==> config.mk <==
export PLATFORM = sky130hd
export DESIGN_NAME = ccm_back
export DESIGN_NICKNAME = d
export VERILOG_FILES = /design/src/hw/rtl/ccm_pkg.sv /design/src/hw/rtl/ccm_back.sv
export SDC_FILE = /design/constraint.sdc
export NUM_CORES = 1
export LEC_CHECK = 0
export BUFFER_PORTS_ARGS = -buffer_cell sky130_fd_sc_hd__buf_2
export CORE_AREA = 8 8 419 421
export DETAILED_ROUTE_END_ITERATION = 10
export DIE_AREA = 0 0 427 429
export REMOVE_ABC_BUFFERS = 1
export SLEW_MARGIN = 30
export SYNTH_ARGS = -nofsm -noshare
export SYNTH_HDL_FRONTEND = slang
export SYNTH_SLANG_ARGS = --single-unit
==> constraint.sdc <==
create_clock -name clk_i -period 7.49 [get_ports clk_i]
set_input_delay 1.498 -clock clk_i [delete_from_list [all_inputs] [get_ports clk_i]]
set_output_delay 1.498 -clock clk_i [all_outputs]
set_load 0.05 [all_outputs]
==> src/hw/rtl/ccm_pkg.sv <==
// ----------------------------------------------------------------------------
// ccm_pkg: shared types and constants for the AES-128 CCM core
// Holds the S-box, the AES round and key-schedule helpers, the queue item
// and configuration types, and the register index codes.
// ----------------------------------------------------------------------------
package ccm_pkg;

  // Tag length in bytes; only the B0 flags byte depends on it
  localparam int unsigned TagBytes = 4;
  localparam logic [7:0] FlagsB0 =
      8'h41 | 8'(((((TagBytes - 2) / 2) & 7) << 3));
  localparam logic [7:0] FlagsCtr = 8'h01;

  typedef enum logic [2:0] {
    REG_KEY_HIGH   = 3'd0,
    REG_KEY_LOW    = 3'd1,
    REG_NONCE_HIGH = 3'd2,
    REG_NONCE_LOW  = 3'd3,
    REG_AAD_BYTE   = 3'd4,
    REG_DECRYPT    = 3'd5,
    REG_MSG_LEN    = 3'd6
  } cfg_reg_e;

  typedef struct packed {
    logic [63:0] block_high;
    logic [63:0] block_low;
    logic [31:0] received_tag;
  } item_t;

  typedef struct packed {
    logic [127:0] key;
    logic [103:0] nonce;
    logic [7:0]   aad;
    logic         decrypt;
    logic [15:0]  msg_len;
  } cfg_t;

  typedef struct packed {
    logic         start;
    logic [127:0] data;
    logic [127:0] key;
  } aes_req_t;

  typedef struct packed {
    logic         done;
    logic [127:0] result;
  } aes_rsp_t;

  localparam logic [7:0] SBOX [256] = '{
    8'h63,8'h7c,8'h77,8'h7b,8'hf2,8'h6b,8'h6f,8'hc5,8'h30,8'h01,8'h67,8'h2b,8'hfe,8'hd7,8'hab,8'h76,
    8'hca,8'h82,8'hc9,8'h7d,8'hfa,8'h59,8'h47,8'hf0,8'had,8'hd4,8'ha2,8'haf,8'h9c,8'ha4,8'h72,8'hc0,
    8'hb7,8'hfd,8'h93,8'h26,8'h36,8'h3f,8'hf7,8'hcc,8'h34,8'ha5,8'he5,8'hf1,8'h71,8'hd8,8'h31,8'h15,
    8'h04,8'hc7,8'h23,8'hc3,8'h18,8'h96,8'h05,8'h9a,8'h07,8'h12,8'h80,8'he2,8'heb,8'h27,8'hb2,8'h75,
    8'h09,8'h83,8'h2c,8'h1a,8'h1b,8'h6e,8'h5a,8'ha0,8'h52,8'h3b,8'hd6,8'hb3,8'h29,8'he3,8'h2f,8'h84,
    8'h53,8'hd1,8'h00,8'hed,8'h20,8'hfc,8'hb1,8'h5b,8'h6a,8'hcb,8'hbe,8'h39,8'h4a,8'h4c,8'h58,8'hcf,
    8'hd0,8'hef,8'haa,8'hfb,8'h43,8'h4d,8'h33,8'h85,8'h45,8'hf9,8'h02,8'h7f,8'h50,8'h3c,8'h9f,8'ha8,
    8'h51,8'ha3,8'h40,8'h8f,8'h92,8'h9d,8'h38,8'hf5,8'hbc,8'hb6,8'hda,8'h21,8'h10,8'hff,8'hf3,8'hd2,
    8'hcd,8'h0c,8'h13,8'hec,8'h5f,8'h97,8'h44,8'h17,8'hc4,8'ha7,8'h7e,8'h3d,8'h64,8'h5d,8'h19,8'h73,
    8'h60,8'h81,8'h4f,8'hdc,8'h22,8'h2a,8'h90,8'h88,8'h46,8'hee,8'hb8,8'h14,8'hde,8'h5e,8'h0b,8'hdb,
    8'he0,8'h32,8'h3a,8'h0a,8'h49,8'h06,8'h24,8'h5c,8'hc2,8'hd3,8'hac,8'h62,8'h91,8'h95,8'he4,8'h79,
    8'he7,8'hc8,8'h37,8'h6d,8'h8d,8'hd5,8'h4e,8'ha9,8'h6c,8'h56,8'hf4,8'hea,8'h65,8'h7a,8'hae,8'h08,
    8'hba,8'h78,8'h25,8'h2e,8'h1c,8'ha6,8'hb4,8'hc6,8'he8,8'hdd,8'h74,8'h1f,8'h4b,8'hbd,8'h8b,8'h8a,
    8'h70,8'h3e,8'hb5,8'h66,8'h48,8'h03,8'hf6,8'h0e,8'h61,8'h35,8'h57,8'hb9,8'h86,8'hc1,8'h1d,8'h9e,
    8'he1,8'hf8,8'h98,8'h11,8'h69,8'hd9,8'h8e,8'h94,8'h9b,8'h1e,8'h87,8'he9,8'hce,8'h55,8'h28,8'hdf,
    8'h8c,8'ha1,8'h89,8'h0d,8'hbf,8'he6,8'h42,8'h68,8'h41,8'h99,8'h2d,8'h0f,8'hb0,8'h54,8'hbb,8'h16
  };

  // Multiply by x in GF(2^8)
  function automatic logic [7:0] xtime(input logic [7:0] x);
    return {x[6:0], 1'b0} ^ (x[7] ? 8'h1b : 8'h00);
  endfunction

  // Next round key from the previous one and the round constant
  function automatic logic [127:0] key_step(input logic [127:0] rk, input logic [7:0] rc);
    logic [31:0] w0, w1, w2, w3, t;
    w0 = rk[127:96];
    w1 = rk[95:64];
    w2 = rk[63:32];
    w3 = rk[31:0];
    t  = {SBOX[w3[23:16]] ^ rc, SBOX[w3[15:8]], SBOX[w3[7:0]], SBOX[w3[31:24]]};
    w0 = w0 ^ t;
    w1 = w1 ^ w0;
    w2 = w2 ^ w1;
    w3 = w3 ^ w2;
    return {w0, w1, w2, w3};
  endfunction

  // One AES round: SubBytes, ShiftRows, MixColumns unless final, AddRoundKey
  function automatic logic [127:0] aes_round(input logic [127:0] s, input logic [127:0] rk,
                                              input logic fin);
    logic [7:0] t [16];
    logic [7:0] a0, a1, a2, a3, x;
    logic [127:0] o;
    for (int c = 0; c < 4; c++) begin
      for (int j = 0; j < 4; j++) begin
        t[c*4+j] = SBOX[s[127-8*(((c+j)%4)*4+j) -: 8]];
      end
    end
    if (!fin) begin
      for (int c = 0; c < 4; c++) begin
        a0 = t[c*4];
        a1 = t[c*4+1];
        a2 = t[c*4+2];
        a3 = t[c*4+3];
        x  = a0 ^ a1 ^ a2 ^ a3;
        t[c*4]   = a0 ^ x ^ xtime(a0 ^ a1);
        t[c*4+1] = a1 ^ x ^ xtime(a1 ^ a2);
        t[c*4+2] = a2 ^ x ^ xtime(a2 ^ a3);
        t[c*4+3] = a3 ^ x ^ xtime(a3 ^ a0);
      end
    end
    for (int i = 0; i < 16; i++) begin
      o[127-8*i -: 8] = t[i];
    end
    return o ^ rk;
  endfunction

endpackage

==> src/hw/rtl/ccm_back.sv <==
// ----------------------------------------------------------------------------
// ccm_back: CCM sequencer and output register
// Runs the message-start passes (B0, B1, S0), the CTR keystream and the CBC-MAC
// update on the shared AES core, then loads the result register.
// ----------------------------------------------------------------------------
module ccm_back (
  input  logic              clk_i,
  input  logic              rst_ni,
  input  ccm_pkg::cfg_t     cfg_i,
  input  logic              item_valid_i,
  output logic              item_ready_o,
  input  ccm_pkg::item_t    item_i,
  output ccm_pkg::aes_req_t aes_req_o,
  input  ccm_pkg::aes_rsp_t aes_rsp_i,
  output logic              out_valid_o,
  input  logic              out_ready_i,
  output logic [63:0]       text_high_o,
  output logic [63:0]       text_low_o,
  output logic [31:0]       tag_out_o,
  output logic [63:0]       mac_high_o,
  output logic [63:0]       mac_low_o,
  output logic              mac_ok_o,
  output logic              last_block_o
);

  typedef enum logic [6:0] {
    ST_IDLE = 7'b0000001,
    ST_B0   = 7'b0000010,
    ST_B1   = 7'b0000100,
    ST_S0   = 7'b0001000,
    ST_CTR  = 7'b0010000,
    ST_MAC  = 7'b0100000,
    ST_FIN  = 7'b1000000
  } state_e;

  state_e       state_q, state_d;
  logic         run_q, run_d;
  logic         started_q, started_d;
  logic [15:0]  left_q, left_d;
  logic [15:0]  ctr_q, ctr_d;
  logic [4:0]   used_q, used_d;
  logic [127:0] mac_q, mac_d;
  logic [31:0]  mask_q, mask_d;
  logic [127:0] blk_q, blk_d;
  logic [31:0]  rtag_q, rtag_d;
  logic [127:0] txt_q, txt_d;
  logic         ovalid_q, ovalid_d;
  logic [63:0]  o_th_q, o_tl_q, o_mh_q, o_ml_q;
  logic [31:0]  o_tag_q;
  logic         o_ok_q, o_last_q;
  logic         load_out;

  logic [4:0]   used;
  logic [127:0] bmask, txt, pt;
  logic [31:0]  tag;
  logic         last, op_state;

  assign used = (left_q < 16'd16) ? left_q[4:0] : 5'd16;

  // Byte mask for the valid part of the block
  always_comb begin
    for (int i = 0; i < 16; i++) begin
      bmask[127-8*i -: 8] = (5'(i) < used_q) ? 8'hff : 8'h00;
    end
  end

  assign txt  = (blk_q ^ aes_rsp_i.result) & bmask;
  assign pt   = cfg_i.decrypt ? txt : (blk_q & bmask);
  assign tag  = mac_q[127:96] ^ mask_q;
  assign last = (left_q == {11'd0, used_q});

  assign item_ready_o = (state_q == ST_IDLE);
  assign op_state     = (state_q == ST_B0) || (state_q == ST_B1) || (state_q == ST_S0) ||
                        (state_q == ST_CTR) || (state_q == ST_MAC);

  // Select the AES input for the current pass
  always_comb begin
    aes_req_o.key   = cfg_i.key;
    aes_req_o.start = op_state && !run_q && !((state_q == ST_CTR) && (used == 5'd0));
    case (state_q)
      ST_B0:   aes_req_o.data = {ccm_pkg::FlagsB0, cfg_i.nonce, left_q};
      ST_S0:   aes_req_o.data = {ccm_pkg::FlagsCtr, cfg_i.nonce, 16'd0};
      ST_CTR:  aes_req_o.data = {ccm_pkg::FlagsCtr, cfg_i.nonce, ctr_q + 16'd1};
      default: aes_req_o.data = mac_q;
    endcase
  end

  // Sequence the passes for one block
  always_comb begin
    state_d   = state_q;
    run_d     = run_q;
    started_d = started_q;
    left_d    = left_q;
    ctr_d     = ctr_q;
    used_d    = used_q;
    mac_d     = mac_q;
    mask_d    = mask_q;
    blk_d     = blk_q;
    rtag_d    = rtag_q;
    txt_d     = txt_q;
    load_out  = 1'b0;
    if (aes_req_o.start) begin
      run_d = 1'b1;
    end
    if (aes_rsp_i.done) begin
      run_d = 1'b0;
    end
    case (state_q)
      ST_IDLE: begin
        if (item_valid_i) begin
          blk_d  = {item_i.block_high, item_i.block_low};
          rtag_d = item_i.received_tag;
          if (!started_q) begin
            started_d = 1'b1;
            left_d    = cfg_i.msg_len;
            ctr_d     = 16'd0;
            state_d   = ST_B0;
          end else begin
            state_d = ST_CTR;
          end
        end
      end
      ST_B0: begin
        if (aes_rsp_i.done) begin
          mac_d   = aes_rsp_i.result ^ {8'h00, 8'h01, cfg_i.aad, 104'd0};
          state_d = ST_B1;
        end
      end
      ST_B1: begin
        if (aes_rsp_i.done) begin
          mac_d   = aes_rsp_i.result;
          state_d = ST_S0;
        end
      end
      ST_S0: begin
        if (aes_rsp_i.done) begin
          mask_d  = aes_rsp_i.result[127:96];
          state_d = ST_CTR;
        end
      end
      ST_CTR: begin
        used_d = used;
        if (used == 5'd0) begin
          ctr_d   = ctr_q + 16'd1;
          txt_d   = '0;
          state_d = ST_FIN;
        end else if (aes_rsp_i.done) begin
          ctr_d   = ctr_q + 16'd1;
          txt_d   = txt;
          mac_d   = mac_q ^ pt;
          state_d = ST_MAC;
        end
      end
      ST_MAC: begin
        if (aes_rsp_i.done) begin
          mac_d   = aes_rsp_i.result;
          state_d = ST_FIN;
        end
      end
      ST_FIN: begin
        if (!ovalid_q || out_ready_i) begin
          load_out  = 1'b1;
          left_d    = left_q - {11'd0, used_q};
          started_d = !last;
          state_d   = ST_IDLE;
        end
      end
      default: state_d = ST_IDLE;
    endcase
  end

  assign ovalid_d = load_out | (ovalid_q & ~out_ready_i);

  always_ff @(posedge clk_i or negedge rst_ni) begin
    if (!rst_ni) begin
      state_q   <= ST_IDLE;
      run_q     <= 1'b0;
      started_q <= 1'b0;
      left_q    <= 16'd0;
      ctr_q     <= 16'd0;
      mac_q     <= '0;
      mask_q    <= '0;
      ovalid_q  <= 1'b0;
    end else begin
      state_q   <= state_d;
      run_q     <= run_d;
      started_q <= started_d;
      left_q    <= left_d;
      ctr_q     <= ctr_d;
      mac_q     <= mac_d;
      mask_q    <= mask_d;
      ovalid_q  <= ovalid_d;
    end
  end

  // Hold block data and the result register
  always_ff @(posedge clk_i) begin
    used_q <= used_d;
    blk_q  <= blk_d;
    rtag_q <= rtag_d;
    txt_q  <= txt_d;
    if (load_out) begin
      o_th_q   <= txt_q[127:64];
      o_tl_q   <= txt_q[63:0];
      o_tag_q  <= last ? tag : 32'd0;
      o_mh_q   <= last ? mac_q[127:64] : 64'd0;
      o_ml_q   <= last ? mac_q[63:0] : 64'd0;
      o_ok_q   <= cfg_i.decrypt ? (last && (tag == rtag_q)) : 1'b1;
      o_last_q <= last;
    end
  end

  assign out_valid_o  = ovalid_q;
  assign text_high_o  = o_th_q;
  assign text_low_o   = o_tl_q;
  assign tag_out_o    = o_tag_q;
  assign mac_high_o   = o_mh_q;
  assign mac_low_o    = o_ml_q;
  assign mac_ok_o     = o_ok_q;
  assign last_block_o = o_last_q;

endmodule

* Word-level counts from Yosys, hierarchy flattened
Index checks and enable logic that the tools add are counted.
Storage, ports and cells: flip-flop bits (word level) 785, input bits 550, output and inout port bits 549, logic and storage cells 146
Cells by class: add/sub/neg operators 2, magnitude comparators 17, equal/unequal tests 20, mux-type cells 51, bitwise gates (word level) 9, reduce and logical (&&, ||, !) cells 28
Operator list (number):
- $mux W128 | 6
- $pmux W128 S3 | 2
- $and A128 B128 Y128 | 2
- $xor A128 B128 Y128 | 2
- $mux W8 | 16
- $xor A128 B113 Y128 | 1
- $mux W16 | 7
- $pmux W16 S2 | 2
- $mux W7 | 8
- $pmux W7 S7 | 1
- $lt A4 B5 Y1 const A | 8
- $eq A32 B32 Y1 | 1
- $xor A32 B32 Y32 | 1
- $lt A3 B5 Y1 const A | 4
- $ne A2 B2 Y1 const B | 9
- $add A16 B1 Y16 const B | 1
- $eq A16 B5 Y1 | 1
- $lt A16 B5 Y1 const B | 1
- $sub A16 B5 Y16 | 1
- $lt A1 B5 Y1 const A | 2
- $lt A2 B5 Y1 const A | 2
- $mux W5 | 2
- $reduce_and A4 Y1 | 2
- $reduce_bool A2 Y1 | 4
- 24 further kinds | 41

* Logic depth before layout (Yosys ltp)
depth after elaboration 9, gate-level depth with buffers 11, depth with buffers taken out 9

* Least setup slack after synthesis
OpenSTA, ideal clock, no wires.
path kind input port to flip-flop, start input port out_ready_i, end register left_q[9], setup time 0.126 ns, data arrival time 8.066 ns, data required time 7.364 ns, setup slack -0.701 ns, stages 5, buffers on the path 0, cell sequence nand2b_1 nand2_1 inv_1 nand4_1 and3_1
Between the ends: cells in the longest elaborated chain, start to end 3
RTL lines:
- start, declared | RTL line ccm_back.sv:16 | input logic out_ready_i,
- $logic_or A1 B1 Y1 | RTL line ccm_back.sv:161 | if (!ovalid_q || out_ready_i) begin
- $ne A2 B2 Y1 (no source line)
- $reduce_and A4 Y1 (no source line)
- end signal, assigned | RTL line ccm_back.sv:188 | left_q <= left_d;
- end, declared | RTL line ccm_back.sv:39 | logic [15:0] left_q, left_d;
Every way passes these cells. A chain may end at the register's enable or synchronous reset.

==> summary.md <==
| Metric | Value |
|---|---|
| Minimum setup slack after placement | 3.11 ns |
| Buffer depth of the longest clock path | 3 |
| Floorplan die height | 429 um |
| Cell area after synthesis | 36,500 um2 |
| Share of synthesized cell area in and, or, nand and nor gates | 11.3% |
| Critical Path Source Type | register |
| Worst slew margin relative to its limit | 31.5% |
| RSZ-0062 raised after global routing | false |
| Largest family of logic cells by synthesized area | simple AND/OR/NAND/NOR gates |
| Crit-path slowest cell | and3_1 |
| Cell family with the largest share of critical-path delay | simple AND/OR/NAND/NOR gates |
| Hold_buf cts | 0 |
| Cell area after placement | 42,400 um2 |
| Achievable frequency | 195 MHz |
| Number of iterations in the first detailed-routing pass | 5 |
| Biggest area contributors in the synthesized netlist | edfxtp_1 (48%), dfrtp_1 (14%), xnor2_1 (5.2%) |
| Pwr per Cell Area | 383 nW/um2 |
| Clk_lat worst skew | 0.70 ns |
| Count of final max-slew check failures | 0 |
| Number of buffers added by the clock tree synthesis step | 95 |
| Storage element area | 22,600 um2 |
| Crit path cell chain | nor4_1 -> and3_1 -> a21oi_4 -> buf_4 -> buf_16 -> mux2_2 -> buf_2 |
| Buffers plus inverters on the worst setup path | 3 |
| H-tree Lvls | 3 |
| Maximum fanout count along the critical path | 51 |
| Final critical path time including I/O delays and setup | 5.13 ns |
| Sequential element share of the synthesized area | 61.7% |
| Setup violation total in the final timing report | 0 |
| Initial core utilization | 21.7% |
| Number of nets at the end of the flow | 4,323 |
| Die Span X | 427 um |
| Top-area cell type share of the netlist area | 47.9% |
| Via total after detailed routing | 28,464 |
| Detailed Route WL | 191 mm |
| Overall die area | 183,000 um2 |
| Launch instance of the worst register-to-register path | left_q[6]$_DFFE_PN0P_ |
| Port Buffers | 842 |
| Initial detailed-routing violation count | 3,240 |
| Worst clock skew | 0.0252 ns |
| Data arrival time at the worst-slack endpoint | 3.63 ns |
| Share of final-layout standard cells stronger than drive strength 1 | 31.5% |
| Worst Path Required | 5.99 ns |
| Least setup slack across all paths after layout | 2.36 ns |
| Area of the multi-input gates | 12,300 um2 |
| Post-cts repair resize count | 0 |
| Fraction of the mapped netlist area in adder cells | 0.260% |
| Post-synth EDFFs | 583 |
| Rows | 151 |
| Number of global-route vias before repair | 27,754 |
| Number of flip-flops and latches in the synthesized netlist | 785 |
| Outcome | finished clean |
| Highest cell delay on the worst timing path | 0.66 ns |
| Hold_sp | txt_q[43]$_SDFFCE_PN0P_ |
| P&R area growth vs syn | 25.3% |
| Placeable Area | 169,000 um2 |
| Initial antenna violation count | 74 |
| Global Route Usage Sum | 19.8% |
| Post-DRT Antenna Nets | 0 |
| Max-capacitance violation count | 0 |
| Most used standard cell by instance count after synthesis | edfxtp_1 |
| Largest area contributor in the synthesized netlist | edfxtp_1 |
| Overall power after layout | 17.5 mW |
| CP startpoint | state_q[3]$_DFFE_PN0P_ |
| Wire length per cell | 31.3 um |
| Root buf cell | clkbuf_16 |
| Multiplexer share of the synthesized area | 4.25% |
| DRC | 0 |
| Crit end category | output port |
| HPWL after detailed placement | 145 mm |
| Ys Warns | 0 |
| Xor/xnor share of the synthesized area | 8.22% |
| Netlist cell types | 62 |
| Average cell area after synthesis | 11.9 um2 |
| Setup TNS Final | 0 ns |
| Post-CTS Setup Repair Bufs | 0 |
| Pin count of the biggest net entering global routing | 119 |
| Period utilisation layout | 68.5% |
| Top-level I/O count | 1,099 |
| Share of synthesized registers carrying an async set or reset | 25.7% |
| Number of vias per cell | 4.67 |
| Area of all placed cells without fillers | 45,800 um2 |
| Fin. Hold Viols | 0 |
| Final GP Congestion | 0.895 |
| Global-route wire length before repair | 251 mm |
| Worst slew pin tran | 1.03 ns |
| CTS tree | done |
| Post-synth top cells | edfxtp_1 (583), nor2_1 (290), nand2_1 (242) |
| Cell leakage power | 17.1 nW |
| Total overflow reported by the global router | 0 |
| Number of instances in the synthesized netlist | 3,081 |
| Worst supply voltage drop on vdd | 0.238 mV |
| Clock Sinks | 785 |
| Compound-Gate Fraction of Synth Area | 9.42% |
| Worst min path class | reg -> reg |
| Clock slew at the register clock pins of the worst setup and hold paths | 0.06 ns |
| Predominant post-synthesis flop cell | edfxtp_1 |
| Critical setup path kind | reg -> out |
| # fillers | 17,551 |
-- path summary, 6_finish.rpt --
check                                            to  slack [ns]  depth (start not counted)
max in group asynchronous    mask_q[21]$_DFFE_PN0P_        5.47                          3
setup / recovery                     aes_req_o[179]        2.36                          7
setup reg to reg            txt_q[96]$_SDFFCE_PN0P_        3.34                          6
hold reg to reg            text_low_o[43]$_DFFE_PP_        0.41                          0
hold / removal             text_low_o[43]$_DFFE_PP_        0.41                          0
min in group asynchronous     mac_q[28]$_DFFE_PN0P_        0.70                          1
-- report_power, final --
group	switching, mW	internal [mW]	total [mW]
logic	4.28	1.75	6.03
clock network	2.01	2.84	4.85
registers	1.04	5.61	6.64
total	7.33	10.2	17.5
-- layer usage --
metal / vias up / track usage, % / wire length [um]
met5: - / 4.42 / 1250
met1: 14278 / 26.1 / 81000
met3: 265 / 9.51 / 23300
met2: 1639 / 28.5 / 80100
li1: 12246 / - / -
met4: 36 / 5.56 / 5120
-- sequential cells by signal, summed over array words and instances (netlist names), 32 cells and up --
signal,cells
txt_q,128
rtag_q,32
blk_q,128
mask_q,32
text_low_o,64
mac_high_o,64
tag_out_o,32
mac_q,128
mac_low_o,64
text_high_o,64
-- placed cells by master (no fill, tap or decap), types with 34 or more instances in the layout --
| master | count |
|---|---|
| buf_2 | 840 |
| edfxtp_1 | 583 |
| nor2_1 | 287 |
| nand2_1 | 241 |
| a21oi_1 | 234 |
| o21ai_0 | 222 |
| xnor2_1 | 213 |
| dfrtp_1 | 201 |
| and2_1 | 140 |
| mux2_2 | 138 |
| xor2_1 | 128 |
| nand3_1 | 97 |
| clkbuf_16 | 97 |
| nor4_1 | 34 |
| o2bb2ai_1 | 34 |
-- logic make-up after synthesis --
logic type	after synthesis
flops	785
mux	138
fa+ha+maj	7
simple gates	890
compound gates	599
buf+inv	319
xor+xnor	343
-- area by class of cell --
type,count,share of cell area [%]
multi-input combinational,1977,27.0
inverter,22,0.241
antenna,27,0.148
sequential,785,49.3
clock inverter,50,1.36
timing repair buffer,885,10.2
clock buffer,130,5.75
tap,2218,6.06
-- worst reg2reg max path: cells and delay by family, from the launching register on --
kind / cells / cell delay [ns]
simple gates: 3 / 1.61
buf+inv: 2 / 1.20
flops: 1 / 0.42
compound gates: 1 / 0.38
-- stage by stage --
step / hold WS [ns] / std cells / utilization, %
6_report: 0.413 / 6094 / 27.2
5_1_grt: 0.416 / 6086 / 27.1
4_1_cts: 0.407 / 6065 / 27.1
3_5_place_dp: 0.405 / 5885 / 25.2
3_3_place_gp: 0.400 / 5885 / 25.1
2_1_floorplan: 0.400 / 2784 / -
Note: power is estimated with default switching activity, not from simulation.
