$ cat src/hw/rtl/ccm_pkg.sv
// ----------------------------------------------------------------------------
// ccm_pkg: shared types and constants for the AES-128 CCM core
// Holds the S-box, the AES round and key-schedule helpers, the queue item
// and configuration types, and the register index codes.
// ----------------------------------------------------------------------------
package ccm_pkg;

  // Tag length in bytes; only the B0 flags byte depends on it
  localparam int unsigned TagBytes = 4;
  localparam logic [7:0] FlagsB0 =
      8'h41 | 8'(((((TagBytes - 2) / 2) & 7) << 3));
  localparam logic [7:0] FlagsCtr = 8'h01;

  typedef enum logic [2:0] {
    REG_KEY_HIGH   = 3'd0,
    REG_KEY_LOW    = 3'd1,
    REG_NONCE_HIGH = 3'd2,
    REG_NONCE_LOW  = 3'd3,
    REG_AAD_BYTE   = 3'd4,
    REG_DECRYPT    = 3'd5,
    REG_MSG_LEN    = 3'd6
  } cfg_reg_e;

  typedef struct packed {
    logic [63:0] block_high;
    logic [63:0] block_low;
    logic [31:0] received_tag;
  } item_t;

  typedef struct packed {
    logic [127:0] key;
    logic [103:0] nonce;
    logic [7:0]   aad;
    logic         decrypt;
    logic [15:0]  msg_len;
  } cfg_t;

  typedef struct packed {
    logic         start;
    logic [127:0] data;
    logic [127:0] key;
  } aes_req_t;

  typedef struct packed {
    logic         done;
    logic [127:0] result;
  } aes_rsp_t;

  localparam logic [7:0] SBOX [256] = '{
    8'h63,8'h7c,8'h77,8'h7b,8'hf2,8'h6b,8'h6f,8'hc5,8'h30,8'h01,8'h67,8'h2b,8'hfe,8'hd7,8'hab,8'h76,
    8'hca,8'h82,8'hc9,8'h7d,8'hfa,8'h59,8'h47,8'hf0,8'had,8'hd4,8'ha2,8'haf,8'h9c,8'ha4,8'h72,8'hc0,
    8'hb7,8'hfd,8'h93,8'h26,8'h36,8'h3f,8'hf7,8'hcc,8'h34,8'ha5,8'he5,8'hf1,8'h71,8'hd8,8'h31,8'h15,
    8'h04,8'hc7,8'h23,8'hc3,8'h18,8'h96,8'h05,8'h9a,8'h07,8'h12,8'h80,8'he2,8'heb,8'h27,8'hb2,8'h75,
    8'h09,8'h83,8'h2c,8'h1a,8'h1b,8'h6e,8'h5a,8'ha0,8'h52,8'h3b,8'hd6,8'hb3,8'h29,8'he3,8'h2f,8'h84,
    8'h53,8'hd1,8'h00,8'hed,8'h20,8'hfc,8'hb1,8'h5b,8'h6a,8'hcb,8'hbe,8'h39,8'h4a,8'h4c,8'h58,8'hcf,
    8'hd0,8'hef,8'haa,8'hfb,8'h43,8'h4d,8'h33,8'h85,8'h45,8'hf9,8'h02,8'h7f,8'h50,8'h3c,8'h9f,8'ha8,
    8'h51,8'ha3,8'h40,8'h8f,8'h92,8'h9d,8'h38,8'hf5,8'hbc,8'hb6,8'hda,8'h21,8'h10,8'hff,8'hf3,8'hd2,
    8'hcd,8'h0c,8'h13,8'hec,8'h5f,8'h97,8'h44,8'h17,8'hc4,8'ha7,8'h7e,8'h3d,8'h64,8'h5d,8'h19,8'h73,
    8'h60,8'h81,8'h4f,8'hdc,8'h22,8'h2a,8'h90,8'h88,8'h46,8'hee,8'hb8,8'h14,8'hde,8'h5e,8'h0b,8'hdb,
    8'he0,8'h32,8'h3a,8'h0a,8'h49,8'h06,8'h24,8'h5c,8'hc2,8'hd3,8'hac,8'h62,8'h91,8'h95,8'he4,8'h79,
    8'he7,8'hc8,8'h37,8'h6d,8'h8d,8'hd5,8'h4e,8'ha9,8'h6c,8'h56,8'hf4,8'hea,8'h65,8'h7a,8'hae,8'h08,
    8'hba,8'h78,8'h25,8'h2e,8'h1c,8'ha6,8'hb4,8'hc6,8'he8,8'hdd,8'h74,8'h1f,8'h4b,8'hbd,8'h8b,8'h8a,
    8'h70,8'h3e,8'hb5,8'h66,8'h48,8'h03,8'hf6,8'h0e,8'h61,8'h35,8'h57,8'hb9,8'h86,8'hc1,8'h1d,8'h9e,
    8'he1,8'hf8,8'h98,8'h11,8'h69,8'hd9,8'h8e,8'h94,8'h9b,8'h1e,8'h87,8'he9,8'hce,8'h55,8'h28,8'hdf,
    8'h8c,8'ha1,8'h89,8'h0d,8'hbf,8'he6,8'h42,8'h68,8'h41,8'h99,8'h2d,8'h0f,8'hb0,8'h54,8'hbb,8'h16
  };

  // Multiply by x in GF(2^8)
  function automatic logic [7:0] xtime(input logic [7:0] x);
    return {x[6:0], 1'b0} ^ (x[7] ? 8'h1b : 8'h00);
  endfunction

  // Next round key from the previous one and the round constant
  function automatic logic [127:0] key_step(input logic [127:0] rk, input logic [7:0] rc);
    logic [31:0] w0, w1, w2, w3, t;
    w0 = rk[127:96];
    w1 = rk[95:64];
    w2 = rk[63:32];
    w3 = rk[31:0];
    t  = {SBOX[w3[23:16]] ^ rc, SBOX[w3[15:8]], SBOX[w3[7:0]], SBOX[w3[31:24]]};
    w0 = w0 ^ t;
    w1 = w1 ^ w0;
    w2 = w2 ^ w1;
    w3 = w3 ^ w2;
    return {w0, w1, w2, w3};
  endfunction

  // One AES round: SubBytes, ShiftRows, MixColumns unless final, AddRoundKey
  function automatic logic [127:0] aes_round(input logic [127:0] s, input logic [127:0] rk,
                                              input logic fin);
    logic [7:0] t [16];
    logic [7:0] a0, a1, a2, a3, x;
    logic [127:0] o;
    for (int c = 0; c < 4; c++) begin
      for (int j = 0; j < 4; j++) begin
        t[c*4+j] = SBOX[s[127-8*(((c+j)%4)*4+j) -: 8]];
      end
    end
    if (!fin) begin
      for (int c = 0; c < 4; c++) begin
        a0 = t[c*4];
        a1 = t[c*4+1];
        a2 = t[c*4+2];
        a3 = t[c*4+3];
        x  = a0 ^ a1 ^ a2 ^ a3;
        t[c*4]   = a0 ^ x ^ xtime(a0 ^ a1);
        t[c*4+1] = a1 ^ x ^ xtime(a1 ^ a2);
        t[c*4+2] = a2 ^ x ^ xtime(a2 ^ a3);
        t[c*4+3] = a3 ^ x ^ xtime(a3 ^ a0);
      end
    end
    for (int i = 0; i < 16; i++) begin
      o[127-8*i -: 8] = t[i];
    end
    return o ^ rk;
  endfunction

endpackage

$ cat src/hw/rtl/ccm_front.sv
// ----------------------------------------------------------------------------
// ccm_front: input queue
// Two-entry queue that takes message blocks from the input channel and
// hands them to the back end, so each side can stall on its own.
// ----------------------------------------------------------------------------
module ccm_front (
  input  logic           clk_i,
  input  logic           rst_ni,
  input  logic           in_valid_i,
  output logic           in_ready_o,
  input  ccm_pkg::item_t in_item_i,
  output logic           item_valid_o,
  input  logic           item_ready_i,
  output ccm_pkg::item_t item_o
);

  ccm_pkg::item_t mem_q [2];
  logic       wr_ptr_q, wr_ptr_d;
  logic       rd_ptr_q, rd_ptr_d;
  logic [1:0] cnt_q, cnt_d;
  logic       push, pop;

  assign in_ready_o   = (cnt_q != 2'd2);
  assign item_valid_o = (cnt_q != 2'd0);
  assign item_o       = mem_q[rd_ptr_q];
  assign push         = in_valid_i & in_ready_o;
  assign pop          = item_valid_o & item_ready_i;

  // Advance pointers and occupancy
  always_comb begin
    wr_ptr_d = wr_ptr_q ^ push;
    rd_ptr_d = rd_ptr_q ^ pop;
    cnt_d    = cnt_q + {1'b0, push} - {1'b0, pop};
  end

  always_ff @(posedge clk_i or negedge rst_ni) begin
    if (!rst_ni) begin
      wr_ptr_q <= 1'b0;
      rd_ptr_q <= 1'b0;
      cnt_q    <= 2'd0;
    end else begin
      wr_ptr_q <= wr_ptr_d;
      rd_ptr_q <= rd_ptr_d;
      cnt_q    <= cnt_d;
    end
  end

  // Store the incoming block
  always_ff @(posedge clk_i) begin
    if (push) begin
      mem_q[wr_ptr_q] <= in_item_i;
    end
  end

endmodule

$ cat config.mk
export PLATFORM = sky130hd
export DESIGN_NAME = ccm_front
export DESIGN_NICKNAME = d
export VERILOG_FILES = /design/src/hw/rtl/ccm_pkg.sv /design/src/hw/rtl/ccm_front.sv
export SDC_FILE = /design/constraint.sdc
export NUM_CORES = 1
export LEC_CHECK = 0
export ABC_AREA = 1
export ABC_CLOCK_PERIOD_IN_PS = 16800
export BUFFER_PORTS_ARGS = -buffer_cell sky130_fd_sc_hd__buf_2
export CORE_ASPECT_RATIO = 0.9
export CORE_MARGIN = 5
export CORE_UTILIZATION = 45
export CTS_CLUSTER_SIZE = 10
export DETAILED_ROUTE_END_ITERATION = 10
export GPL_ROUTABILITY_DRIVEN = 0
export PLACE_DENSITY = 0.7
export SETUP_SLACK_MARGIN = 0.5
export SLEW_MARGIN = 20
export SYNTH_ARGS = -nofsm -noshare
export SYNTH_HDL_FRONTEND = slang
export SYNTH_SLANG_ARGS = --single-unit
$ cat constraint.sdc
create_clock -name clk_i -period 16.8 [get_ports clk_i]
set_input_delay 3.36 -clock clk_i [delete_from_list [all_inputs] [get_ports clk_i]]
set_output_delay 3.36 -clock clk_i [all_outputs]
set_load 0.01 [all_outputs]
**After elaboration in Yosys (flattened, before gate mapping)**

Memory sizes are Yosys's and may differ from the RTL's.
Cells that the tools add are included.

- Register bits after elaboration: 4
- Latch bits: 0
- Bits in writable memories: 320
- ROM bits: 0
- Input bits: 164
- Word-level logic and storage cells: 14
- Memories: 1

Memories:

| name | depth | width | rd ports | clocked after memory_dff | write ports | line | text |
|---|---|---|---|---|---|---|---|
| mem_q | 2 | 160 | 1 | 0 | 1 | ccm_front.sv:17 | `ccm_pkg::item_t mem_q [2];` |

- Add/sub/neg operators: 2
- $mul: 0
- Divide/modulo/power cells: 0
- Magnitude comparators: 0
- Equality and inequality tests: 1
- Shift-type cells: 0
- Multiplexer cells: 2
- Bitwise operators: 4
- Reduce and logical (&&, ||, !) cells: 1

Operator list:

| operator | number |
|---|---|
| $add 2x1->2 | 1 |
| $and 1x1->1 | 2 |
| $mux 1 | 2 |
| $ne 2x2->1 const B | 1 |
| $reduce_bool 2->1 | 1 |
| $sub 2x1->2 | 1 |
| $xor 1x1->1 | 2 |

**Depth between registers and ports, before layout**

Gate-level depths: netlist (run 1).

- Depth in word-level cells: 4
- Gate-level depth with buffers: 13
- Depth with buffers taken out: 13

**Worst setup path after synthesis (run 1)**

No wires, ideal clock.

- Path kind: input port to flip-flop
- Start point: in in_valid_i
- End point: mem mem_q[1][0] in the netlist's numbering, enable pin
- Arrival time: 10.096 ns
- Required time: 16.118 ns
- Path slack: 6.022 ns
- Stages on the path: 2
- Buffers on the path: 0
- Cells stage by stage: nand2_1 > nor2_1

- Longest elaborated chain between the ends: 3

RTL lines:

| item | line | text |
|---|---|---|
| start: declaration | ccm_front.sv:9 | `input logic in_valid_i,` |
| $and 1x1->1 | ccm_front.sv:26 | `assign push = in_valid_i & in_ready_o;` |
| $mux 1 | ccm_front.sv:50 | `if (push) begin` |
| $mux 1 (not written as such) | ccm_front.sv:51 | `mem_q[wr_ptr_q] <= in_item_i;` |
| end: declaration | ccm_front.sv:17 |  |

No other way between the ends.

==> summary.md, run 1 <==
| Metric | Value |
|---|---|
| Dpl cell area | 0.0138 mm² |
| Slowest Stage Delay on Critical Path | 0.83 ns |
| Nets | 1369 |
| Clk Latency, worst-skew pair | 0.50 ns |
| Final hold violation count | 0 |
| Cell area after synthesis | 0.0119 mm² |
| Final WL | 25500 µm |
| Worst-path clk slew | 0.05 ns |
| Chip width | 181 µm |
| CP Class | reg2out |
| H-tree depth | 2 |
| Status | completed |
| HP Start | cnt_q[0] |
| First-pass GRT wire length | 38500 µm |
| Worst Tran Pin Value | 1.02 ns |
| Port Buffers | 325 |
| Worst-path fanout max | 88 |
| Site Rows | 56 |
| Clock power share | 0.268 |
| Yosys reg bits | 324 |
| Worst Hold End | cnt_q[0] |
| Vias per inst | 4.72 |
| CTS tree | yes |
| Reg area | 0.00971 mm² |
| Post-CTS sizing | 0 |
| Hold Slack | 0.557 ns |
| Initial DRC count | 428 |
| Reg2Reg Depth | 6 |
| Fin crit share | 0.401 |
| Min-delay worst type | reg2reg |
| Sink Count | 324 |
| DRC viols | 0 |
| Layout cells sized above 1 | 0.309 |
| PwrDens | 182 mW/mm² |
| Worst Path Arrival | 3.38 ns |
| Unrepaired setup endpoints after global routing | no |
| Required @ worst endpoint | 13.44 ns |
| Syn avg cell area | 13.7 µm² |
| Root buf cell | clkbuf_16 |
| Hold Path Depth | 1 |
| Final Non-Filler Cells | 1571 |
| Wire length per cell | 16.3 µm |
| Leak | 0.00640 µW |
| Area Overhead vs Synth | 25.1% |
| Most frequent cells in the layout | nand2_1, buf_2, edfxtp_1 |
| Warnings, synthesis | 0 |
| Die Y | 164 µm |
| Maximum buffer depth of the clock tree | 3 |
| Sequential power share | 0.435 |
| Setup violations, final | 0 |
| Switching fraction of total power | 0.331 |
| Min Tclk post-route | 6.74 ns |
| Peak Freq | 148 MHz |
| Clk_skew | 0.0118 ns |
| Area of the core | 0.0261 mm² |
| Multi-input gate area | 0.00191 mm² |
| Placed instance count | 1511 |
| Setup_tns | 0 ns |
| Comb power frac | 0.297 |
| Max-slew violations | 0 |
| Most common cell after layout, fill and taps aside | nand2_1 |
| Filler cell count | 2071 |
| Maximum VDD drop | 0.0000939 V |
| DP Wirelength | 16200 µm |
| Total gr overflow | 0 |
| Initial cell density of the core | 0.456 |
| Internal | 1810 µW |
| Clock buffer count from CTS | 38 |
| Critical Path Start Type | flop |
| Post-CTS Setup Inserts | 0 |
| NetSw | 896 µW |
| Die area | 0.0298 mm² |
| Dominant cells by area after synthesis | edfxtp_1, nand2_1, buf_6 |
| Synth cell types | 14 |
| Synth top area share | 0.809 |
| FF-to-FF setup slack | 13.53 ns |
| Max stage delay cell, worst path | buf_4 |
| Worst reg2reg path startpoint | cnt_q[1] |
| Initial antenna violation count | 8 |
| Vias in the first global route | 7374 |
| Slew HR | 0.322 |
| Via count | 7418 |
| Pin count of the biggest net entering global routing | 89 |
| Ports | 326 |
| CP top delay family | buffers and inverters |
| Reg-to-Reg End | mem_q[0][152] |
| ANT nets after route | 0 |
| Mapped Cells | 867 |
| Worst Setup End Kind | output port |
| Design area | 0.0149 mm² |
| Crit-path cells | inv_4 -> buf_4 -> nand2_1 -> nand2_1 -> buf_2 |
| GRT Overall Usage | 0.164 |
| Hold_buf cts | 0 |
| Yosys top cell by area | edfxtp_1 |
| DRT Pass-1 Iters | 4 |
| Sequential area share after synthesis | 0.817 |
| Max Cap Viol | 0 |
| Post-Syn Nets | 1033 |
| CP dominant cell by count | nand2_1 |
| Total buffers and inverters traversed by the critical path | 3 |
[worst max-delay path by stage]
stage	start	endpoint	slack, ns	cells after the start
3_3_place_gp	rd_ptr_q	item_o[92]	10.48	5
3_5_place_dp	rd_ptr_q	item_o[70]	10.48	5
5_1_grt	rd_ptr_q	item_o[19]	9.75	5
2_1_floorplan	in_valid_i	mem_q[1][0]	6.02	2
6_report	rd_ptr_q	item_o[70]	10.06	5
4_1_cts	rd_ptr_q	item_o[19]	9.94	5
[area by class of cell]
| class | count | area share |
|---|---|---|
| sequential | 324 | 0.653 |
| timing repair buffer | 331 | 0.112 |
| tap | 348 | 0.0293 |
| clock buffer | 57 | 0.0730 |
| antenna | 2 | 0.000337 |
| multi-input combinational | 498 | 0.129 |
| clock inverter | 1 | 0.000337 |
| inverter | 10 | 0.00269 |
[synthesized netlist by cell type]
master / instances
buf_2: 15
buf_4: 4
buf_6: 10
clkbuf_1: 6
dfrtp_1: 4
edfxtp_1: 320
ha_1: 2
inv_1: 9
inv_4: 1
nand2_1: 490
nand3_1: 1
nor2_1: 3
o21ai_0: 1
xor2_1: 1
[per-layer routing]
layer | track usage | routed length, µm | vias up
li1 | - | - | 3593
met1 | 0.208 | 10100 | 3419
met2 | 0.258 | 11700 | 326
met3 | 0.0682 | 2910 | 70
met4 | 0.0580 | 757 | 10
met5 | 0 | 69 | -
[registers in the layout (all words and copies together), names as in the netlist]
| register | cells |
|---|---|
| rd_ptr_q | 1 |
| wr_ptr_q | 1 |
| mem_q | 320 |
| cnt_q | 2 |
[power groups by stage]
stage | clock, µW | sequential (µW) | combinational [µW]
after floorplan | 0 | 1190 | 511
after global placement | 0 | 1190 | 818
after detailed placement | 0 | 1190 | 823
after CTS | 744 | 1180 | 826
after global routing | 781 | 1190 | 905
final | 723 | 1180 | 803
[logic make-up after synthesis]
family / synth area share
buffers and inverters: 0.0236
adders and majority gates: 0.00211
xor gates and xnor gates: 0.000737
and+or+nand+nor: 0.156
DFF: 0.817
AOI/OAI and AO/OA: 0.000421
[through the flow]
step                setup WS (ns)  power (µW)   util
finish                      10.06        2700  0.571
global route                 9.75        2880  0.571
CTS                          9.94        2750  0.570
detailed placement          10.48        2020  0.528
global placement            10.48        2010  0.528
floorplan                    6.02        1710      -
(Power assumes the default switching activity.)
==> run 2, diff against run 1 <==
--- a/config.mk
+++ b/config.mk
@@ -6,7 +6,7 @@
 export NUM_CORES = 1
 export LEC_CHECK = 0
 export ABC_AREA = 1
-export ABC_CLOCK_PERIOD_IN_PS = 16800
+export ABC_CLOCK_PERIOD_IN_PS = 6700
 export BUFFER_PORTS_ARGS = -buffer_cell sky130_fd_sc_hd__buf_2
 export CORE_ASPECT_RATIO = 0.9
 export CORE_MARGIN = 5
==> constraint.sdc (replaced) <==
create_clock -name clk_i -period 6.7 [get_ports clk_i]
set_input_delay 1.34 -clock clk_i [delete_from_list [all_inputs] [get_ports clk_i]]
set_output_delay 1.34 -clock clk_i [all_outputs]
set_load 0.01 [all_outputs]
==> run 2 against run 1 <==
Effect of this change: design area grew 0.24%; combinational power grew to 2.5 times the previous value; first-iteration DRC count grew 3.7%; highest routed layer unchanged; clock-buffer cell count grew 1.
==> summary.md, run 2 (same netlist as run 1, synthesis figures left out) <==
| Metric | Value |
|---|---|
| Reg-to-Reg End | mem_q[0][83] |
| Initial antenna violation count | 7 (-1) |
| Clk Latency, worst-skew pair | 0.50 ns (about the same) |
| Chip width | 181 µm (unchanged) |
| Design area | 0.0149 mm² (+0.24%) |
| Pre-CTS WS | 2.90 ns (-7.58 ns) |
| Ports | 326 (unchanged) |
| Setup violations, final | 0 (unchanged) |
| Worst-path fanout max | 91 (+3.4%) |
| Clock buffer count from CTS | 38 (unchanged) |
| Initial cell density of the core | 0.456 (unchanged) |
| Status | completed |
| Min Tclk post-route | 4.23 ns |
| Reg2Reg Depth | 5 (-1) |
| CTS tree | yes |
| Hold Slack | 0.564 ns (+0.00681 ns) |
| Post-CTS sizing | 0 (unchanged) |
| Sink Count | 324 (unchanged) |
| Slew HR | 0.338 (+0.0163) |
| Critical Path Start Type | flop |
| Via count | 7382 (-0.49%) |
| Worst Tran Pin Value | 0.992 ns (-0.0245 ns) |
| Unrepaired setup endpoints after global routing | no |
| Final worst setup slack | 2.47 ns (-7.59 ns) |
| Final hold violation count | 0 (unchanged) |
| Initial DRC count | 444 (+3.7%) |
| Top Registers | mem_q: 320 flops, cnt_q: 2 flops |
| Worst reg2reg path startpoint | cnt_q[1] |
| Hold_buf cts | 0 (unchanged) |
| Fin crit share | 0.632 |
| Wire length per cell | 16.7 µm (+2.9%) |
| Worst Path Arrival | 2.89 ns (-0.49 ns) |
| Min-delay worst type | reg2reg |
| DP Wirelength | 16800 µm (+3.9%) |
| Peak Freq | 236 MHz |
| Total gr overflow | 0 (unchanged) |
| Post-CTS Setup Inserts | 0 (unchanged) |
| Root buf cell | clkbuf_16 |
| Dpl cell area | 0.0138 mm² (+0.18%) |
| Max Cap Viol | 0 (unchanged) |
| Max-slew violations | 0 (unchanged) |
| Hold Path Depth | 1 (unchanged) |
| Vias in the first global route | 7631 (+3.5%) |
| Nets | 1369 (unchanged) |
| Most frequent cells in the layout | nand2_1, buf_2, edfxtp_1 |
| FF-to-FF setup slack | 4.18 ns (-9.35 ns) |
| Site Rows | 56 (unchanged) |
| Worst Hold End | cnt_q[0] |
| First-pass GRT wire length | 40000 µm (+3.8%) |
| Filler cell count | 2157 (+4.2%) |
| Required @ worst endpoint | 5.36 ns (-8.08 ns) |
| DRT Pass-1 Iters | 4 (unchanged) |
| Worst-path clk slew | 0.05 ns (about the same) |
| Worst Setup End Kind | output port |
| Die area | 0.0298 mm² (unchanged) |
| Area Overhead vs Synth | 25.4% |
| Maximum buffer depth of the clock tree | 3 (unchanged) |
| Largest Register | mem_q |
| Largest register FFs | 320 (unchanged) |
| PwrDens | 457 mW/mm² (+150%) |
| Port Buffers | 325 (unchanged) |
| HP Start | cnt_q[0] |
| Setup_tns | 0 ns (unchanged) |
| Die Y | 164 µm (unchanged) |
| Vias per inst | 4.70 (-0.55%) |
| Layout cells sized above 1 | 0.309 (unchanged) |
| Area of the core | 0.0261 mm² (unchanged) |
| Maximum VDD drop | 0.000262 V (+180%) |
| Clk_skew | 0.00730 ns (-0.00447 ns) |
| CP Class | reg2out |
| H-tree depth | 2 (unchanged) |
| Most common cell after layout, fill and taps aside | nand2_1 |
| DRC viols | 0 (unchanged) |
| ANT nets after route | 0 (unchanged) |
| GRT Overall Usage | 0.171 (+0.00686) |
| Pin count of the biggest net entering global routing | 94 (+5.6%) |
| Leak | 0.00641 µW (+0.18%) |
| Final WL | 26300 µm (+2.9%) |
run 2: worst max path at each step:
| stage | slack (ns) | depth (start not counted) | from | end |
|---|---|---|---|---|
| 6_report | 2.47 | 5 | rd_ptr_q | item_o[57] |
| 5_1_grt | 2.20 | 5 | rd_ptr_q | item_o[28] |
| 4_1_cts | 2.35 | 5 | rd_ptr_q | item_o[3] |
| 2_1_floorplan | 0.65 | 2 | in_valid_i | mem_q[1][0] |
| 3_5_place_dp | 2.90 | 5 | rd_ptr_q | item_o[3] |
| 3_3_place_gp | 2.92 | 5 | rd_ptr_q | item_o[19] |
run 2: power breakdown:
group / internal [µW] / leakage (µW) / total (µW) / switching [µW]
Clock: 1120 / 0.000531 / 1820 / 707
Combinational: 658 / 0.00286 / 2030 / 1380
Sequential: 2780 / 0.00302 / 2960 / 179
Total: 4550 / 0.00641 / 6810 / 2260
run 2: per-stage QoR:
stage,utilization,instances,power [µW]
global placement,0.529,1511,5040
finish,0.572,1572,6810
global route,0.572,1571,7250
CTS,0.572,1569,6930
floorplan,-,867,4250
detailed placement,0.529,1511,5080
run 2: area by class of cell:
cell class	instances	area, µm²	share of cell area
repair buffers	331	1700	0.114
multi-input cells	498	1910	0.128
diodes	3	7.51	0.000504
clock buffers	58	1100	0.0738
flip-flops and latches	324	9710	0.652
inverters	10	40.0	0.00269
well taps	348	435	0.0292
run 2: layer usage:
metal  GRT usage  vias up  wire length, µm
li1            -     3598                -
met3      0.0715       52             2900
met5           0        -               62
met2       0.284      298            12500
met4      0.0498       10              568
met1       0.208     3424            10200
run 2: worst max-delay path: stages (launching register included):
cell,delay (ns)
dfrtp_4,1.02
inv_4,0.52
buf_12,0.35
nand2_1,0.15
nand2_1,0.07
buf_2,0.14
==> run 3, diff against run 2 <==
--- a/config.mk
+++ b/config.mk
@@ -6,7 +6,7 @@
 export NUM_CORES = 1
 export LEC_CHECK = 0
 export ABC_AREA = 1
-export ABC_CLOCK_PERIOD_IN_PS = 6700
+export ABC_CLOCK_PERIOD_IN_PS = 4370
 export BUFFER_PORTS_ARGS = -buffer_cell sky130_fd_sc_hd__buf_2
 export CORE_ASPECT_RATIO = 0.9
 export CORE_MARGIN = 5
==> constraint.sdc (replaced) <==
create_clock -name clk_i -period 4.37 [get_ports clk_i]
set_input_delay 0.874 -clock clk_i [delete_from_list [all_inputs] [get_ports clk_i]]
set_output_delay 0.874 -clock clk_i [all_outputs]
set_load 0.01 [all_outputs]
==> run 3 against run 2 <==
Effect of this change: clock-buffer cell count fell by 3; combinational power grew 61%; first-iteration DRC count up 19%; sequential share of layout area fell by 0.22 points; sequential power up 49%; routed wire length fell by 0.51%; critical endpoint is now item_o[1]; largest power group unchanged.
==> summary.md, run 3 (same netlist as run 1, synthesis figures left out) <==
| Metric | Value |
|---|---|
| Status | completed |
| Internal | 7040 µW (+55%) |
| CTS tree | yes |
| DP Wirelength | 16700 µm (-0.48%) |
| Die area | 0.0298 mm² (unchanged) |
| First-pass GRT wire length | 39200 µm (-1.9%) |
| Filler cell count | 2070 (-4.0%) |
| Sequential power share | 0.420 (-0.014) |
| Die Y | 164 µm (unchanged) |
| Post-CTS Setup Inserts | 0 (unchanged) |
| Largest register FFs | 320 (unchanged) |
| Largest Register | mem_q |
| Maximum VDD drop | 0.000390 V (+49%) |
| Post-CTS sizing | 0 (unchanged) |
| Ports | 326 (unchanged) |
| Area of the core | 0.0261 mm² (unchanged) |
| H-tree depth | 2 (unchanged) |
| Hold_buf cts | 0 (unchanged) |
| Pin count of the biggest net entering global routing | 161 (+71%) |
| Port Buffers | 325 (unchanged) |
| Maximum buffer depth of the clock tree | 3 (unchanged) |
| Min-delay worst type | in2async |
| Max Cap Viol | 0 (unchanged) |
| DRC viols | 0 (unchanged) |
| Final core occ | 0.574 (+0.00197) |
| Worst Setup End Kind | output port |
| Chip width | 181 µm (unchanged) |
| Min Tclk post-route | 3.06 ns |
| Comb power frac | 0.310 (+0.011) |
| Clock power share | 0.269 (+0.002) |
| Switching fraction of total power | 0.330 (-0.00218) |
| Slew HR | 0.475 (+0.137) |
| GRT Overall Usage | 0.168 (-0.00355) |
| Via count | 7420 (+0.51%) |
| Critical Path Start Type | flop |
| Site Rows | 56 (unchanged) |
| Worst-path fanout max | 88 (-3.3%) |
| ANT nets after route | 0 (unchanged) |
| Dpl cell area | 0.0138 mm² (+0.33%) |
| Setup_tns | 0 ns (unchanged) |
| Design area | 0.0150 mm² (+0.34%) |
| Peak Freq | 327 MHz |
| Launch point of the worst path | rd_ptr_q |
| Nets | 1370 (+0.073%) |
| Vias per inst | 4.73 (+0.64%) |
| Worst-path clk slew | 0.06 ns (about the same) |
| Hold Slack | 0.173 ns (-0.391 ns) |
| CP Class | reg2out |
| NetSw | 3470 µW (+53%) |
| Wire length per cell | 16.7 µm (-0.38%) |
| Vias in the first global route | 7394 (-3.1%) |
| Initial antenna violation count | 5 (-2) |
| Layout cells sized above 1 | 0.310 (+0.00107) |
| Worst Tran Pin Value | 0.787 ns (-0.206 ns) |
| Final hold violation count | 0 (unchanged) |
| Clk Latency, worst-skew pair | 0.50 ns (about the same) |
| Max-slew violations | 0 (unchanged) |
| Initial cell density of the core | 0.456 (unchanged) |
| Initial DRC count | 528 (+19%) |
| Area Overhead vs Synth | 25.9% |
| Clock buffer count from CTS | 38 (unchanged) |
| Leak | 0.00643 µW (+0.32%) |
| Worst reg2reg path startpoint | cnt_q[1] |
| Top Registers | mem_q: 320 flops, cnt_q: 2 flops |
| Most common cell after layout, fill and taps aside | nand2_1 |
| Total gr overflow | 0 (unchanged) |
| Required @ worst endpoint | 3.50 ns (-1.86 ns) |
| Worst Path Arrival | 2.18 ns (-0.71 ns) |
| PwrDens | 702 mW/mm² (+54%) |
| Final WL | 26200 µm (-0.51%) |
| Root buf cell | clkbuf_16 |
| Clk_skew | 0.0118 ns (+0.00451 ns) |
| Fin crit share | 0.699 |
| Setup violations, final | 0 (unchanged) |
| Sink Count | 324 (unchanged) |
| Unrepaired setup endpoints after global routing | no |
| DRT Pass-1 Iters | 5 (+1) |
| Most frequent cells in the layout | nand2_1, buf_2, edfxtp_1 |
## run 3: critical path, cell delays in order, from the launching register on
cell     delay [ns]
dfrtp_4        0.50
inv_4          0.35
buf_12         0.36
nand2_1        0.09
nand2_1        0.12
buf_2          0.15
## run 3: path summary, 6_finish.rpt
path                                 to  slack, ns  cells past startpoint
setup / recovery              item_o[1]       1.31                      5
hold / removal                 rd_ptr_q       0.17                      1
setup reg to reg           mem_q[0][67]       2.19                      5
hold reg to reg                cnt_q[0]       0.55                      1
max in group asynchronous      rd_ptr_q       4.06                      1
min in group clk_i             cnt_q[0]       0.55                      1
## run 3: power groups by stage
stage / Sequential [µW] / Combinational [µW] / Clock (µW)
6_report: 4410 / 3260 / 2830
5_1_grt: 4460 / 3630 / 3060
3_5_place_dp: 4480 / 3330 / 0
3_3_place_gp: 4450 / 3300 / 0
4_1_cts: 4420 / 3340 / 2900
2_1_floorplan: 4480 / 1970 / 0
## run 3: final cells by class
cell class,count,area [µm²],area share
Clock buffer,55,1080,0.0721
Inverter,10,40.0,0.00268
Timing Repair Buffer,332,1740,0.116
Multi-Input combinational cell,498,1910,0.128
Clock inverter,1,30.0,0.00201
Tap cell,348,435,0.0291
Sequential cell,324,9710,0.649
Antenna cell,2,5.00,0.000335
## run 3: stage by stage
| step | total power (µW) | setup WS (ns) | instances |
|---|---|---|---|
| 3_5_place_dp | 7800 | 1.67 | 1512 |
| 2_1_floorplan | 6450 | 0.575 | 867 |
| 6_report | 10500 | 1.31 | 1570 |
| 4_1_cts | 10700 | 1.27 | 1568 |
| 3_3_place_gp | 7750 | 1.67 | 1512 |
| 5_1_grt | 11100 | 1.14 | 1570 |
## run 3: per-layer routing
metal	vias up	GRT usage	share of wire
li1	3592	-	-
met1	3448	0.210	0.39
met2	325	0.279	0.48
met3	49	0.0580	0.098
met4	6	0.0522	0.023
met5	-	0	0.0013
